File: src/sv/crfe_pkg.sv
// ----------------------------------------------------------------------------
// crfe_pkg
// Shared types and constants of the clipped rectangle fill engine: register
// map, pixel formats, configuration bundle and result bundle.
// ----------------------------------------------------------------------------
package crfe_pkg;

  // default parameter values
  localparam int MaxDimDefault   = 4096;
  localparam int AddrBitsDefault = 32;

  // fixed field widths
  localparam int CoordW = 12;
  localparam int DimW   = 13;
  localparam int PitchW = 16;
  localparam int ColorW = 8;
  localparam int DataW  = 32;
  localparam int BeW    = 4;
  localparam int PaddrW = 5;

  // register map, word index into the configuration space
  typedef enum logic [2:0] {
    RegBase   = 3'd0,
    RegWidth  = 3'd1,
    RegHeight = 3'd2,
    RegPitch  = 3'd3,
    RegFormat = 3'd4
  } reg_idx_e;

  // pixel formats
  typedef enum logic [1:0] {
    FmtBgra32 = 2'd0,
    FmtBgr24  = 2'd1,
    FmtRgb565 = 2'd2,
    FmtOther  = 2'd3
  } pix_fmt_e;

  // input item op codes
  typedef enum logic {
    OpStart = 1'b0,
    OpStep  = 1'b1
  } op_e;

  // configuration registers as seen by the datapath
  typedef struct packed {
    logic [31:0]       base_address;
    logic [DimW-1:0]   screen_width;
    logic [DimW-1:0]   screen_height;
    logic [PitchW-1:0] row_pitch;
    pix_fmt_e          pixel_format;
  } cfg_t;

  // one result item
  typedef struct packed {
    logic              write_valid;
    logic [31:0]       write_address;
    logic [DataW-1:0]  write_data;
    logic [BeW-1:0]    byte_enables;
    logic [CoordW-1:0] pixel_col;
    logic [CoordW-1:0] pixel_row;
    logic              last_pixel;
  } res_t;

endpackage

File: src/sv/crfe_regs.sv
// ----------------------------------------------------------------------------
// crfe_regs
// APB-style configuration register file: base address, screen size, row
// pitch and pixel format. Zero wait states, reads return register contents.
// ----------------------------------------------------------------------------
module crfe_regs import crfe_pkg::*; (
  input  logic              clk_i,
  input  logic              rst_ni,
  input  logic              psel,
  input  logic              penable,
  input  logic              pwrite,
  input  logic [PaddrW-1:0] paddr,
  input  logic [31:0]       pwdata,
  output logic [31:0]       prdata,
  output logic              pready,
  output cfg_t              cfg_o
);

  cfg_t     cfg_q;
  logic     wr_en;
  reg_idx_e idx;

  assign pready = 1'b1;
  assign wr_en  = psel && penable && pwrite;
  assign idx    = reg_idx_e'(paddr[PaddrW-1:2]);
  assign cfg_o  = cfg_q;

  // register writes
  always_ff @(posedge clk_i or negedge rst_ni) begin
    if (!rst_ni) begin
      cfg_q <= '0;
    end else if (wr_en) begin
      unique case (idx)
        RegBase:   cfg_q.base_address  <= pwdata;
        RegWidth:  cfg_q.screen_width  <= pwdata[DimW-1:0];
        RegHeight: cfg_q.screen_height <= pwdata[DimW-1:0];
        RegPitch:  cfg_q.row_pitch     <= pwdata[PitchW-1:0];
        RegFormat: cfg_q.pixel_format  <= pix_fmt_e'(pwdata[1:0]);
        default: ;
      endcase
    end
  end

  // read mux
  always_comb begin
    unique case (idx)
      RegBase:   prdata = cfg_q.base_address;
      RegWidth:  prdata = 32'(cfg_q.screen_width);
      RegHeight: prdata = 32'(cfg_q.screen_height);
      RegPitch:  prdata = 32'(cfg_q.row_pitch);
      RegFormat: prdata = 32'(cfg_q.pixel_format);
      default:   prdata = '0;
    endcase
  end

endmodule

File: src/sv/crfe_core.sv
// ----------------------------------------------------------------------------
// crfe_core
// Fill datapath: input register, fill state (clip bounds, cursor, row
// address, packed colour) and result register with hold on stall.
// ----------------------------------------------------------------------------
module crfe_core import crfe_pkg::*; #(
  parameter int MAX_DIM   = MaxDimDefault,
  parameter int ADDR_BITS = AddrBitsDefault
) (
  input  logic              clk_i,
  input  logic              rst_ni,
  input  cfg_t              cfg_i,
  input  logic              in_valid_i,
  output logic              in_ready_o,
  input  logic              op_i,
  input  logic [CoordW-1:0] rect_x_i,
  input  logic [CoordW-1:0] rect_y_i,
  input  logic [DimW-1:0]   rect_width_i,
  input  logic [DimW-1:0]   rect_height_i,
  input  logic [ColorW-1:0] fill_red_i,
  input  logic [ColorW-1:0] fill_green_i,
  input  logic [ColorW-1:0] fill_blue_i,
  input  logic [ColorW-1:0] fill_alpha_i,
  output logic              out_valid_o,
  input  logic              out_ready_i,
  output res_t              res_o
);

  localparam int ExtW = (ADDR_BITS > 32) ? ADDR_BITS : 32;
  localparam int ProdW = CoordW + PitchW;
  localparam int OffW = CoordW + 2;

  // input register
  logic              in_vld_q;
  op_e               op_q;
  logic [CoordW-1:0] x_q, y_q;
  logic [DimW-1:0]   w_q, h_q;
  logic [ColorW-1:0] r_q, g_q, b_q, a_q;

  // fill state
  logic                 active_q;
  logic [CoordW-1:0]    cur_col_q, cur_row_q, start_col_q;
  logic [DimW-1:0]      col_lim_q, row_lim_q;
  logic [ADDR_BITS-1:0] row_addr_q;
  logic [DataW-1:0]     packed_q;

  // result register
  logic out_vld_q;
  res_t res_q;

  logic adv, is_step;

  assign adv        = in_vld_q && (!out_vld_q || out_ready_i);
  assign in_ready_o = !in_vld_q || adv;
  assign is_step    = (op_q == OpStep);
  assign out_valid_o = out_vld_q;
  assign res_o       = res_q;

  // capture input transfer
  always_ff @(posedge clk_i or negedge rst_ni) begin
    if (!rst_ni) begin
      in_vld_q <= 1'b0;
    end else if (in_ready_o) begin
      in_vld_q <= in_valid_i;
    end
  end

  always_ff @(posedge clk_i) begin
    if (in_ready_o && in_valid_i) begin
      op_q <= op_e'(op_i);
      x_q  <= rect_x_i;
      y_q  <= rect_y_i;
      w_q  <= rect_width_i;
      h_q  <= rect_height_i;
      r_q  <= fill_red_i;
      g_q  <= fill_green_i;
      b_q  <= fill_blue_i;
      a_q  <= fill_alpha_i;
    end
  end

  // start: clip against screen, clamped to the maximum dimension
  logic [DimW-1:0]      eff_w, eff_h, x_end, y_end, new_col_lim, new_row_lim;
  logic [ProdW-1:0]     y_prod;
  logic [ADDR_BITS-1:0] new_row_addr;
  logic [DataW-1:0]     new_packed;
  logic                 new_active;

  always_comb begin
    eff_w = (32'(cfg_i.screen_width) > 32'(MAX_DIM)) ? DimW'(MAX_DIM) : cfg_i.screen_width;
    eff_h = (32'(cfg_i.screen_height) > 32'(MAX_DIM)) ? DimW'(MAX_DIM) : cfg_i.screen_height;
    x_end = DimW'(x_q) + w_q;
    y_end = DimW'(y_q) + h_q;
    new_col_lim = (x_end < eff_w) ? x_end : eff_w;
    new_row_lim = (y_end < eff_h) ? y_end : eff_h;
    new_active  = (DimW'(x_q) < new_col_lim) && (DimW'(y_q) < new_row_lim);
    y_prod       = ProdW'(y_q) * ProdW'(cfg_i.row_pitch);
    new_row_addr = ADDR_BITS'(cfg_i.base_address) + ADDR_BITS'(y_prod);
  end

  // colour packing by current format
  always_comb begin
    case (cfg_i.pixel_format)
      FmtBgra32: new_packed = {a_q, r_q, g_q, b_q};
      FmtBgr24:  new_packed = {8'h00, r_q, g_q, b_q};
      FmtRgb565: new_packed = {16'h0000, r_q[7:3], g_q[7:2], b_q[7:3]};
      default:   new_packed = '0;
    endcase
  end

  // step: pixel address and cursor advance
  logic [OffW-1:0]      col_off;
  logic [ADDR_BITS-1:0] pix_addr;
  logic [ExtW-1:0]      pix_addr_ext;
  logic [BeW-1:0]       be;
  logic                 last_col, last_row;
  res_t                 step_res;

  always_comb begin
    case (cfg_i.pixel_format)
      FmtBgra32: begin
        col_off = {cur_col_q, 2'b00};
        be      = 4'hF;
      end
      FmtBgr24: begin
        col_off = OffW'(cur_col_q) + {1'b0, cur_col_q, 1'b0};
        be      = 4'h7;
      end
      FmtRgb565: begin
        col_off = {1'b0, cur_col_q, 1'b0};
        be      = 4'h3;
      end
      default: begin
        col_off = '0;
        be      = 4'h0;
      end
    endcase
    pix_addr     = row_addr_q + ADDR_BITS'(col_off);
    pix_addr_ext = ExtW'(pix_addr);
    last_col     = (DimW'(cur_col_q) + DimW'(1)) >= col_lim_q;
    last_row     = (DimW'(cur_row_q) + DimW'(1)) >= row_lim_q;

    step_res = '0;
    if (active_q) begin
      step_res.write_valid   = 1'b1;
      step_res.write_address = pix_addr_ext[31:0];
      step_res.write_data    = (cfg_i.pixel_format == FmtOther) ? '0 : packed_q;
      step_res.byte_enables  = be;
      step_res.pixel_col     = cur_col_q;
      step_res.pixel_row     = cur_row_q;
      step_res.last_pixel    = last_col && last_row;
    end
  end

  // fill state update
  always_ff @(posedge clk_i or negedge rst_ni) begin
    if (!rst_ni) begin
      active_q    <= 1'b0;
      cur_col_q   <= '0;
      cur_row_q   <= '0;
      start_col_q <= '0;
      col_lim_q   <= '0;
      row_lim_q   <= '0;
      row_addr_q  <= '0;
      packed_q    <= '0;
    end else if (adv) begin
      if (!is_step) begin
        active_q    <= new_active;
        cur_col_q   <= x_q;
        cur_row_q   <= y_q;
        start_col_q <= x_q;
        col_lim_q   <= new_col_lim;
        row_lim_q   <= new_row_lim;
        row_addr_q  <= new_row_addr;
        packed_q    <= new_packed;
      end else if (active_q) begin
        if (!last_col) begin
          cur_col_q <= cur_col_q + CoordW'(1);
        end else if (!last_row) begin
          cur_col_q  <= start_col_q;
          cur_row_q  <= cur_row_q + CoordW'(1);
          row_addr_q <= row_addr_q + ADDR_BITS'(cfg_i.row_pitch);
        end else begin
          active_q <= 1'b0;
        end
      end
    end
  end

  // result register, held while stalled
  always_ff @(posedge clk_i or negedge rst_ni) begin
    if (!rst_ni) begin
      out_vld_q <= 1'b0;
    end else if (adv && is_step) begin
      out_vld_q <= 1'b1;
    end else if (out_ready_i) begin
      out_vld_q <= 1'b0;
    end
  end

  always_ff @(posedge clk_i) begin
    if (adv && is_step) begin
      res_q <= step_res;
    end
  end

endmodule

File: src/sv/clipped_rect_fill_engine.sv
// Path: an item is registered in the input register on transfer and its result
//   in the result register; a start item produces no result.
// Throughput: one item per cycle unless the result stalls, set by the state
//   update in the fill datapath between the input and result registers.
// Reset: rst_ni is asynchronous and active low; it clears configuration,
//   fill state and all valid flags.
// ----------------------------------------------------------------------------
// clipped_rect_fill_engine
// Fill engine: a start item latches a clipped rectangle and packed colour, each
// step item of an active fill issues one framebuffer pixel write, row-major.
// ----------------------------------------------------------------------------
module clipped_rect_fill_engine import crfe_pkg::*; #(
  parameter int MAX_DIM   = MaxDimDefault,
  parameter int ADDR_BITS = AddrBitsDefault
) (
  input  logic              clk_i,
  input  logic              rst_ni,
  // configuration port
  input  logic              psel,
  input  logic              penable,
  input  logic              pwrite,
  input  logic [PaddrW-1:0] paddr,
  input  logic [31:0]       pwdata,
  output logic [31:0]       prdata,
  output logic              pready,
  // input items
  input  logic              in_valid_i,
  output logic              in_ready_o,
  input  logic              op_i,
  input  logic [CoordW-1:0] rect_x_i,
  input  logic [CoordW-1:0] rect_y_i,
  input  logic [DimW-1:0]   rect_width_i,
  input  logic [DimW-1:0]   rect_height_i,
  input  logic [ColorW-1:0] fill_red_i,
  input  logic [ColorW-1:0] fill_green_i,
  input  logic [ColorW-1:0] fill_blue_i,
  input  logic [ColorW-1:0] fill_alpha_i,
  // result items
  output logic              out_valid_o,
  input  logic              out_ready_i,
  output logic              write_valid_o,
  output logic [31:0]       write_address_o,
  output logic [DataW-1:0]  write_data_o,
  output logic [BeW-1:0]    byte_enables_o,
  output logic [CoordW-1:0] pixel_col_o,
  output logic [CoordW-1:0] pixel_row_o,
  output logic              last_pixel_o
);

  cfg_t cfg;
  res_t res;

  // configuration registers
  crfe_regs u_regs (
    .clk_i   (clk_i),
    .rst_ni  (rst_ni),
    .psel    (psel),
    .penable (penable),
    .pwrite  (pwrite),
    .paddr   (paddr),
    .pwdata  (pwdata),
    .prdata  (prdata),
    .pready  (pready),
    .cfg_o   (cfg)
  );

  // fill datapath
  crfe_core #(
    .MAX_DIM   (MAX_DIM),
    .ADDR_BITS (ADDR_BITS)
  ) u_core (
    .clk_i         (clk_i),
    .rst_ni        (rst_ni),
    .cfg_i         (cfg),
    .in_valid_i    (in_valid_i),
    .in_ready_o    (in_ready_o),
    .op_i          (op_i),
    .rect_x_i      (rect_x_i),
    .rect_y_i      (rect_y_i),
    .rect_width_i  (rect_width_i),
    .rect_height_i (rect_height_i),
    .fill_red_i    (fill_red_i),
    .fill_green_i  (fill_green_i),
    .fill_blue_i   (fill_blue_i),
    .fill_alpha_i  (fill_alpha_i),
    .out_valid_o   (out_valid_o),
    .out_ready_i   (out_ready_i),
    .res_o         (res)
  );

  // result fields
  assign write_valid_o   = res.write_valid;
  assign write_address_o = res.write_address;
  assign write_data_o    = res.write_data;
  assign byte_enables_o  = res.byte_enables;
  assign pixel_col_o     = res.pixel_col;
  assign pixel_row_o     = res.pixel_row;
  assign last_pixel_o    = res.last_pixel;

endmodule

File: config.mk
export PLATFORM = sky130hd
export DESIGN_NAME = clipped_rect_fill_engine
export DESIGN_NICKNAME = d
export VERILOG_FILES = /design/src/sv/crfe_pkg.sv /design/src/sv/crfe_regs.sv /design/src/sv/crfe_core.sv /design/src/sv/clipped_rect_fill_engine.sv
export SDC_FILE = /design/constraint.sdc
export NUM_CORES = 1
export LEC_CHECK = 0
export ABC_AREA = 1
export ABC_CLOCK_PERIOD_IN_PS = 12200
export BUFFER_PORTS_ARGS = -buffer_cell sky130_fd_sc_hd__buf_2
export CORE_ASPECT_RATIO = 2
export CORE_MARGIN = 2
export CORE_UTILIZATION = 40
export CTS_CLUSTER_DIAMETER = 100
export DETAILED_ROUTE_END_ITERATION = 10
export GPL_ROUTABILITY_DRIVEN = 0
export SLEW_MARGIN = 10
export SYNTH_ARGS = -nofsm -noshare
export SYNTH_HDL_FRONTEND = slang
export SYNTH_SLANG_ARGS = --single-unit
File: constraint.sdc
create_clock -name clk_i -period 12.2 [get_ports clk_i]
set_input_delay 0 -clock clk_i [delete_from_list [all_inputs] [get_ports clk_i]]
set_output_delay 0 -clock clk_i [all_outputs]
set_load 0.02 [all_outputs]
# Word-level counts from Yosys, hierarchy flattened
# Cells that the tools add are included.
[word_totals]
regBits = 382
input_bits = 127
wordCells = 114
out_inout_bits = 129
[op_classes]
n_eq_ne = 11
n_lt_le_gt_ge = 8
mux = 28
bitwise = 2
addsub = 10
n_reduce_logical = 23
n_mul = 1
[op_table]
columns = ["cell", "count"]
rows = [
  ["32-bit two-way mux", 5],
  ["32-bit case mux with 5 select lines", 1],
  ["12-bit two-way mux", 8],
  ["32-bit case mux with 3 select lines", 1],
  ["94-bit two-way mux", 1],
  ["13-bit two-way mux", 4],
  ["14-bit case mux with 3 select lines", 1],
  ["32-bit by 14-bit adder with 32-bit output", 1],
  ["32-bit by 16-bit adder with 32-bit output", 1],
  ["32-bit by 28-bit adder with 32-bit output", 1],
  ["12-bit by 16-bit multiplier with 28-bit output", 1],
  ["12-bit by 1-bit adder with 13-bit output (second input constant)", 2],
  ["12-bit by 13-bit adder with 13-bit output", 2],
  ["13-bit greater-or-equal comparator", 2],
  ["13-bit greater-than comparator (second input constant)", 2],
  ["12-bit by 13-bit < comparator with 1-bit output", 2],
  ["13-bit < comparator", 2],
  ["12-bit by 1-bit adder with 12-bit output (second input constant)", 2],
  ["12-bit by 13-bit adder with 14-bit output", 1],
  ["4-bit case mux with 3 select lines", 1],
  ["2-bit AND reduction", 6],
  ["1-bit logical AND", 7],
  ["3-bit by 2-bit == test with 1-bit output (second input constant)", 2],
  ["1-bit two-way mux", 6],
  ["other kinds (15)", 21],
]

# Longest topological paths before layout
# Gate-level depths: netlist of run 1.
[logic_depth]
depth_word = 7
depth_mapped = 34
depth_no_buf = 33

# Hierarchy
# Synthesis of run 1 repeated with hierarchy kept, for this count alone.
[hier_totals]
hier_cells = 3514
area_unflattened_um2 = 28796.4
[by_module_without_submodules]
columns = ["module", "n_inst", "cells_each", "area_each_um2", "seq_area_each_um2"]
rows = [
  ["crfe_core", 1, 3069, 25147.9, 8513.2],
  ["crfe_regs", 1, 445, 3648.5, 1901.8],
]

# Worst setup path before layout of run 1
# Ideal clock, no wire load.
[synth_timing]
path_kind = "reg-to-reg"
startpoint = "register u_core.op_q, in the netlist u_core.is_step"
endpoint = "register u_core.res_q, in the netlist u_core.res_o[0] (enable)"
synth_period_minus_slack_ns = 5.325
stages_incl_launch_ff = 5
t_required_ns = 11.655
arrival_ns = 4.780
slack_ns = 6.875
setup_ns = 0.545
n_path_buf = 2
path_cell_list = "edfxtp_1 > clkinv_1 > clkbuf_1 > buf_2 > nor2_1"
[synth_via]
elab_chain_len = 1
[synth_rtl]
columns = ["element", "line_no", "rtl"]
rows = [
  ["start: declaration", "crfe_core.sv:35", "op_e op_q;"],
  ["start signal: assignment", "crfe_core.sv:70", "op_q <= op_e'(op_i);"],
  ["1-bit logical AND", "crfe_core.sv:202", "if (adv && is_step) begin"],
  ["end signal: assignment", "crfe_core.sv:203", "res_q <= step_res;"],
  ["end: declaration", "crfe_core.sv:49", "res_t res_q;"],
]
# No other way between the ends.
# A chain may end at the register's enable or synchronous reset.

# Worst setup path in the final report of run 1
[layout_timing]
startpoint = "register u_regs.cfg_q, in the netlist u_regs.cfg_o[15]"
endpoint = "register u_core.row_addr_q[26]"
[layout_via]
elab_chain_len = 5
elab_cells_between_ends = 7
cone_classes = "add/sub: 2; mul: 1; mux: 4"
[layout_rtl]
columns = ["element", "line_no", "rtl"]
rows = [
  ["start: declaration", "crfe_regs.sv:19", "cfg_t cfg_q;"],
  ["parallel branches: the longest is 4 deep, another holds 32-bit by 28-bit adder with 32-bit output", "n/a", ""],
  ["32-bit two-way mux (*)", "crfe_core.sv:167", "if (!is_step) begin"],
  ["end signal: assignment", "crfe_core.sv:174", "row_addr_q <= new_row_addr;"],
  ["end signal: assignment", "crfe_core.sv:182", "row_addr_q <= row_addr_q + ADDR_BITS'(cfg_i.row_pitch);"],
  ["end: declaration", "crfe_core.sv:44", "logic [ADDR_BITS-1:0] row_addr_q;"],
]
# Every way passes the cells marked *. The select of a mux whose other input is x is not followed.

==> impl_metrics.ini, run 1 <==
[floorplanning]
io_pins = 256
die-area_um2 = 73200
rows = 138
core_um2 = 70400
die_h_um = 381
die_width_um = 192
start_util_pct = 40.3

[place]
dp_hpwl_um = 56200
placed_area_um2 = 30500
dpl.cell_count = 4492
place_ws_ps = 6460
place.port_buffers = 252

[synth]
yosys.area.top_type = edfxtp_1
synth_area_leaders = edfxtp_1 (19%), dfrtp_1 (18%), fa_1 (12%)
syn_avg_cell_area_um2 = 8.29
synthArstFlopShare_pct = 53.8
synthCells = 3420
ys_seq_area_share_pct = 36.7
synth_top_cell_area_share_pct = 18.6
ys_seq_elements = 381
synth_flop_cell = dfrtp_1
yosys-top-cells-count = nand2_1 (802), inv_1 (645), o21ai_0 (266), nor2_1 (221), ha_1 (211)
synth_most_common_cell = nand2_1
ys.warnings.count = 0
ys_types = 64
synth_area_um2 = 28400
synth_nets = 3930
synth-edff-count = 176

[timing]
setup_tns_ps = 0
relSlewSlack_pct = 21.6
period_minus_slack_ps = 5800
rsz0062_at_grt = no
final_max_slew_viol_count = 0
setup_viol_count_final = 0
layout_setup_ws_ps = 6400
min_period_over_period_pct = 47.5
hold_violations = 0
clock.fmax_mhz = 172
skew_ps = 54.4
tightest_slew_ps = 1170

[clock_tree]
cts_setup_buffers = 0
h-tree-depth = 2
path_clk_slew_ps = 60
cts_buffers = 40
root_buffer = clkbuf_16
clk-insertion-delay-late_ps = 630
cts.sinks = 381
cts_resized = 0
cts_max_path_buffers = 3
cts_tree = built
cts_hold_buf = 126

[detailed_routing]
vias = 23400
first_pass_iters = 6
drc = 0
viasPerCell = 5.00
post_drt_wl_per_cell_um = 16.0
drtIter0Drc = 1399
drtAntennaViolNets = 0
wirelength_um = 75000

[power_and_ir_drop]
power_w = 0.00840
ir_drop_uv = 196
leakage_nw = 16.6
p_per_area_nw_per_um2 = 254

[worst_setup_path]
cp-end-kind = flop
critPathRequiredTime_ps = 12670
start_kind = flop
worst_ep_arrival_time_ps = 6270
path_class = reg -> reg
cp_max_fo = 15

[final_layout]
finish.net_count = 4260
final_cell_count_no_fill = 4693
final_area_um2 = 33100
multi_input_area_um2 = 15000
n_fill_cell = 6897
syn_to_final_growth_pct = 16.6
regArea_um2 = 10400
drive_above_1_share_pct = 10.5

[run_status]
status = finished, final reports clean

[grt]
track_usage_pct = 20.8
grt_pass1_wl_um = 121000
grt_overflow_total = 0
antenna_found_initial = 2
grt_pass1_vias = 23100
grt_max_degree = 93

[job]
cap_violations = 0

[worst_hold_path]
min_path_type = in -> reg
-- final cells by class --
type	count	share of cell area, %
Antenna cell	1	0.00757
Timing Repair Buffer	407	8.37
Clock buffer	53	3.27
Clock inverter	21	0.575
Multi-Input combinational cell	2268	45.4
Inverter	652	7.41
Sequential cell	381	31.5
Tap cell	910	3.44
-- critical path, cell delays in order (launching register included) --
cell,delay [ps]
dfrtp_1,840
nand2_1,190
fa_1,590
inv_1,50
fa_1,470
fa_1,540
fa_1,520
inv_1,60
fa_1,520
inv_1,40
ha_1,390
nand2_1,150
nor2_1,130
nor2_1,60
o21ai_0,220
a21oi_1,70
inv_1,90
nand2_1,60
nand2_1,100
a21oi_1,100
or2_1,220
nand3_1,90
nand2_1,60
nand2_1,50
nand2_1,60
-- flip-flops by register name, indices dropped and copies added (netlist names), 12 cells and up --
signal and flops:
u_core.row_addr_q 32, u_core.packed_q 32, u_core.x_q 12, u_core.row_lim_q 13, u_core.cur_row_q 12, u_core.res_o 93
u_core.col_lim_q 13, u_core.h_q 13, u_core.w_q 13, u_regs.cfg_o 76, u_core.cur_col_q 12, u_core.y_q 12
u_core.start_col_q 12
-- report_power, final --
part           switching (W)  internal (W)  total, W
clock network       0.000561      0.000639   0.00120
logic                0.00335       0.00188   0.00523
registers           0.000310       0.00166   0.00197
-- kinds of logic after synthesis --
family,synth area share (%)
xor gates and xnor gates,1.79
buffers and inverters,10.4
and+or+nand+nor,17.2
AOI/OAI and AO/OA,12.4
adders and majority gates,21.4
DFF,36.7
other,0.0132
-- cells in the final DEF, fill, tap and decap left out, types with 21 or more instances in the layout --
| master | instances |
|---|---|
| nand2_1 | 801 |
| inv_1 | 644 |
| o21ai_0 | 266 |
| buf_2 | 251 |
| nor2_1 | 219 |
| ha_1 | 211 |
| dfrtp_1 | 205 |
| a21oi_1 | 188 |
| edfxtp_1 | 176 |
| fa_1 | 172 |
| dlygate4sd3_1 | 125 |
| nand3_1 | 96 |
| xor2_1 | 42 |
| clkbuf_16 | 40 |
| a31oi_1 | 37 |
| buf_4 | 29 |
| o21ai_1 | 25 |
| nand4_1 | 24 |
| nor3_1 | 21 |
-- path summary, 6_finish.rpt --
check	startpoint	end	slack, ps	depth (start not counted)
worst max-delay path	u_regs.cfg_o[15]	u_core.row_addr_q[26]	6400	24
worst min-delay path	fill_blue_i[7]	u_core.b_q[7]	80	2
worst max register to register	u_regs.cfg_o[15]	u_core.row_addr_q[26]	6400	24
worst min register to register	u_core.a_q[3]	u_core.packed_q[27]	480	2
max in group asynchronous	rst_ni	u_regs.cfg_o[62]	9860	5
min in group asynchronous	rst_ni	u_core.packed_q[17]	520	4
-- per-stage QoR --
| stage | util [%] | hold slack [ps] |
|---|---|---|
| 2_1_floorplan | - | -296 |
| 3_3_place_gp | 43.3 | 40.7 |
| 3_5_place_dp | 43.3 | 41.8 |
| 4_1_cts | 46.9 | 29.2 |
| 5_1_grt | 46.9 | 61.9 |
| 6_report | 46.9 | 82.5 |
-- metal layers --
layer / global-route usage [%] / vias to the layer above / part of all wire [%]
li1: - / 11600 / -
met1: 28.7 / 11100 / 46
met2: 33.9 / 662 / 46
met3: 2.71 / 105 / 5.0
met4: 6.49 / 2 / 2.9
met5: 0 / - / 0.011
Note: power is estimated with default switching activity, not from simulation.
==> run 2: changes to the inputs <==
--- a/config.mk
+++ b/config.mk
@@ -6,7 +6,7 @@
 export NUM_CORES = 1
 export LEC_CHECK = 0
 export ABC_AREA = 1
-export ABC_CLOCK_PERIOD_IN_PS = 12200
+export ABC_CLOCK_PERIOD_IN_PS = 5400
 export BUFFER_PORTS_ARGS = -buffer_cell sky130_fd_sc_hd__buf_2
 export CORE_ASPECT_RATIO = 2
 export CORE_MARGIN = 2
==> constraint.sdc (replaced) <==
create_clock -name clk_i -period 5.4 [get_ports clk_i]
set_input_delay 0 -clock clk_i [delete_from_list [all_inputs] [get_ports clk_i]]
set_output_delay 0 -clock clk_i [all_outputs]
set_load 0.02 [all_outputs]
==> run 2 against run 1 <==
Against the previous run: maximum frequency rose by 12%; utilization rose by 2.2 points; wire length is 4.9% higher; cell area grew 4.7%; worst setup slack lost 6200 ps; cell count up 2.1%; clock power increased to 2.6 times the previous value; sequential share of layout area fell by 1.4 points; critical path type unchanged; critical endpoint is now u_core.row_addr_q[23].
==> impl_metrics.ini, run 2 (synthesis results as in run 1) <==
[worst_setup_path]
crit_path_start = u_regs.cfg_o[10]
critPathRequiredTime_ps = 5910
rr_startpoint = u_regs.cfg_o[10]
cp_max_fo = 13
path_class = reg -> reg
start_kind = flop
worst_ep_arrival_time_ps = 5670
cp-end-kind = flop
r2r_slack_ps = 240
r2r_end = u_core.row_addr_q[23]
reg2reg_depth = 20

[place]
place_ws_ps = -132
dp_hpwl_um = 59400
place.port_buffers = 252
dpl.cell_count = 4577

[job]
cap_violations = 0

[timing]
tightest_slew_ps = 1100
clock.fmax_mhz = 194
layout_setup_ws_ps = 238
final_max_slew_viol_count = 0
hold_ws_ps = 103
rsz0062_at_grt = yes
hold_violations = 0
relSlewSlack_pct = 26.8
skew_ps = 27.0
setup_viol_count_final = 0
period_minus_slack_ps = 5160
min_period_over_period_pct = 95.6

[floorplanning]
io_pins = 256
rows = 138
core_um2 = 70400
die_width_um = 192
start_util_pct = 40.3
die_h_um = 381
die-area_um2 = 73200

[final_layout]
syn_to_final_growth_pct = 22.0
final_cell_count_no_fill = 4793
multi_input_area_um2 = 15400
regArea_um2 = 10400
n_fill_cell = 6765
largest_register_ffs = 93
finish.net_count = 4360
final_cell_mix = nand2_1 (791), inv_1 (638), o21ai_0 (256)
drive_above_1_share_pct = 14.7
layout_commonest_cell = nand2_1

[run_status]
status = finished, final reports clean

[detailed_routing]
drtIter0Drc = 1600
first_pass_iters = 7
viasPerCell = 4.97
drc = 0
vias = 23800
drtAntennaViolNets = 0
post_drt_wl_per_cell_um = 16.4
wirelength_um = 78700

[clock_tree]
cts_buffers = 39
cts_max_path_buffers = 3
clk-insertion-delay-late_ps = 610
cts.sinks = 381
cts_tree = built
path_clk_slew_ps = 70
root_buffer = clkbuf_16
h-tree-depth = 2

[power_and_ir_drop]
p_per_area_nw_per_um2 = 652
leakage_nw = 17.3
ir_drop_uv = 729
power_w = 0.0226

[worst_hold_path]
min_path_type = in -> reg
hold_end = u_core.r_q[1]
min-delay-start = fill_red_i[1]
hold_depth = 2

[grt]
grt_pass1_vias = 23600
antenna_found_initial = 2
grt_overflow_total = 0
grt_pass1_wl_um = 125000
grt_max_degree = 149
track_usage_pct = 21.6
## run 2: cell count changes in the layout (fill, tap and decap cells not counted), sizes merged
cell	delta
buf	+101
bufinv	+7
clkbuf	-9
clkinv	-2
clkinvlp	+1
diode	+1
inv	+1
## run 2: critical path, stage by stage (launching register included)
cell	delay, ps
dfrtp_1	430
buf_12	170
nand2_1	80
fa_1	540
inv_1	60
fa_1	510
fa_1	510
fa_1	540
inv_1	50
fa_1	520
inv_1	60
ha_4	260
a21o_1	190
a21oi_1	250
o21ai_1	130
a21oi_1	130
inv_1	80
a21oi_1	150
xnor2_1	140
nand2_1	70
a31oi_1	180
## run 2: routing by layer
metal | global-route usage (%) | vias up | share of wire [%]
li1 | - | 11800 | -
met1 | 29.8 | 11300 | 45
met5 | 0 | - | 0
met4 | 7.34 | 0 | 3.6
met3 | 2.42 | 113 | 4.6
met2 | 35.3 | 616 | 47
## run 2: stage by stage
stage	area, um2	utilization (%)	TNS, ps
after floorplan	28400	-	0
after global placement	31300	44.5	-155
after detailed placement	31300	44.5	-442
after CTS	34100	48.4	0
after global routing	34600	49.1	-130
final	34600	49.1	0
## run 2: worst max path at each step
stage,slack (ps),end,depth (start not counted)
after floorplan,70,u_core.res_o[0],4
after global placement,-70,u_core.row_addr_q[30],23
after detailed placement,-130,u_core.row_addr_q[18],21
after CTS,10,u_core.row_addr_q[30],23
after global routing,-50,u_core.row_addr_q[30],25
final,240,u_core.row_addr_q[23],20
## run 2: final cells by class
| type | count | share of cell area (%) |
|---|---|---|
| flip-flops and latches | 381 | 30.1 |
| inverters | 652 | 7.08 |
| clock buffers | 44 | 2.99 |
| repair buffers | 508 | 10.9 |
| multi-input cells | 2268 | 44.4 |
| well taps | 910 | 3.29 |
| clock inverters | 28 | 1.21 |
| diodes | 2 | 0.0145 |
## run 2: repair_timing
action                                 CTS  global route
endpoints found under the hold margin  219             0
resized for setup                        3            87
setup endpoints to repair               12            20
buffers inserted                         3            13
pin swaps                                0            58
hold buffers                           126             0
## run 2: where the power goes
| group | total (W) | switching (W) | internal (W) |
|---|---|---|---|
| combinational | 0.0151 | 0.00869 | 0.00640 |
| clock | 0.00308 | 0.00132 | 0.00176 |
| sequential | 0.00438 | 0.000634 | 0.00375 |
==> run 3: changes to the inputs <==
--- a/config.mk
+++ b/config.mk
@@ -8,12 +8,15 @@
 export ABC_AREA = 1
 export ABC_CLOCK_PERIOD_IN_PS = 5400
 export BUFFER_PORTS_ARGS = -buffer_cell sky130_fd_sc_hd__buf_2
+export CELL_PAD_IN_SITES_DETAIL_PLACEMENT = 2
+export CELL_PAD_IN_SITES_GLOBAL_PLACEMENT = 2
 export CORE_ASPECT_RATIO = 2
 export CORE_MARGIN = 2
-export CORE_UTILIZATION = 40
+export CORE_UTILIZATION = 37
 export CTS_CLUSTER_DIAMETER = 100
 export DETAILED_ROUTE_END_ITERATION = 10
 export GPL_ROUTABILITY_DRIVEN = 0
+export PLACE_DENSITY_LB_ADDON = 0.1
 export SLEW_MARGIN = 10
 export SYNTH_ARGS = -nofsm -noshare
 export SYNTH_HDL_FRONTEND = slang
==> run 3 against run 2 <==
Against the previous run: the flow now finishes with violations (setup timing); sequential power grew 1%; clock power rose by 6.8%; sequential cell count stayed put; worst hold slack got worse by 73 ps; first-iteration DRC count fell by 34%; non-clock buffer count up 69; largest cell class unchanged; largest power group unchanged.
==> impl_metrics.ini, run 3 (synthesis results as in run 1) <==
[run_status]
status = complete, but fails checks
violations = setup timing

[clock_tree]
cts_buffers = 42
root_buffer = clkbuf_16
path_clk_slew_ps = 70
cts_tree = built
cts.sinks = 381
cts_max_path_buffers = 3
h-tree-depth = 2
clk-insertion-delay-late_ps = 640

[worst_setup_path]
critPathSlowestCell = fa_2
max_stage_delay_ps = 620
critPathRequiredTime_ps = 5890
cp.buffers_inverters = 9
path_class = reg -> reg
cp_max_fo = 10
cp-end-kind = flop
critPathTopFamily = adder cells
start_kind = flop
worst_ep_arrival_time_ps = 6000

[timing]
relSlewSlack_pct = 27.4
min_period_over_period_pct = 102
skew_ps = 38.0
clock.fmax_mhz = 181
rsz0062_at_grt = yes
tightest_slew_ps = 1090
layout_setup_ws_ps = -111
hold_violations = 0
final_max_slew_viol_count = 0
setup_tns_ps = -463
setup_viol_count_final = 10
hold_ws_ps = 29.8
period_minus_slack_ps = 5510

[place]
place.port_buffers = 252
placed_area_um2 = 32100
place_ws_ps = -350
dp_hpwl_um = 91600

[final_layout]
final_area_um2 = 35800
drive_above_1_share_pct = 18.7
n_fill_cell = 8518
layout_commonest_cell = nand2_1
finish.net_count = 4433
syn_to_final_growth_pct = 26.3
final_cell_mix = nand2_1 (771), inv_1 (610), buf_2 (251)
largest_register_ffs = 93

[floorplanning]
die_h_um = 396
die-area_um2 = 79000
rows = 143
core_um2 = 75900
io_pins = 256
die_width_um = 200
start_util_pct = 37.4

[power_and_ir_drop]
p_per_area_nw_per_um2 = 795
ir_drop_uv = 630
power_w = 0.0285
leakage_nw = 17.8

[grt]
grt_pass1_vias = 31600
grt_pass1_wl_um = 188000
antenna_found_initial = 2
grt_overflow_total = 0
track_usage_pct = 31.9
grt_max_degree = 119

[detailed_routing]
wirelength_um = 127000
drtIter0Drc = 1049
first_pass_iters = 4
viasPerCell = 5.37
vias = 26700
post_drt_wl_per_cell_um = 25.5
drc = 0
drtAntennaViolNets = 0

[job]
cap_violations = 0

[worst_hold_path]
min_path_type = in -> async
[run 3: power breakdown]
part	internal [W]	switching, W
sequential	0.00375	0.000676
combinational	0.00833	0.0124
clock	0.00184	0.00145
total	0.0139	0.0146
[run 3: cell type report]
cell class              count  area [um2]  area share [%]
flip-flops and latches    381       10400            29.1
diodes                      2        5.00          0.0140
inverters                 652        2450            6.84
repair buffers            577        4410            12.3
clock buffers              52        1120            3.12
multi-input cells        2269       15800            44.1
clock inverters            26         365            1.02
well taps                1015        1270            3.55
[run 3: metrics by stage]
stage                     cells  util, %
final                      4974     47.2
after global routing       4974     47.2
after CTS                  4962     46.4
after detailed placement   4749     42.3
after global placement     4749     42.3
after floorplan            3420        -
[run 3: path summary, 6_finish.rpt]
| check | slack (ps) | startpoint | to | cells past startpoint |
|---|---|---|---|---|
| max | -110 | u_core.y_q[8] | u_core.row_addr_q[28] | 26 |
| max in group asynchronous | 4100 | rst_ni | u_regs.cfg_o[67] | 3 |
| max reg2reg | -110 | u_core.y_q[8] | u_core.row_addr_q[28] | 26 |
| min | 30 | rst_ni | u_core.col_lim_q[9] | 2 |
| min in group clk_i | 80 | paddr[4] | u_regs.cfg_o[1] | 5 |
| min reg2reg | 490 | u_core.row_lim_q[2] | u_core.row_lim_q[2] | 2 |
[run 3: what timing repair did]
item,in CTS,in global routing
cloned,0,1
gates resized for setup,78,153
buffers inserted,17,10
hold buffers,118,0
endpoints found under the setup margin,19,22
hold endpoints to repair,248,0
pin swaps,47,82
[run 3: per-layer routing]
layer / track usage (%) / up-vias / share of wire, % / routed length [um]
met5: 0 / - / 0 / 0
met4: 21.3 / 0 / 8.0 / 10200
met3: 3.90 / 395 / 3.8 / 4850
met2: 60.2 / 765 / 54 / 68000
met1: 32.0 / 13600 / 35 / 44000
li1: - / 11900 / - / -
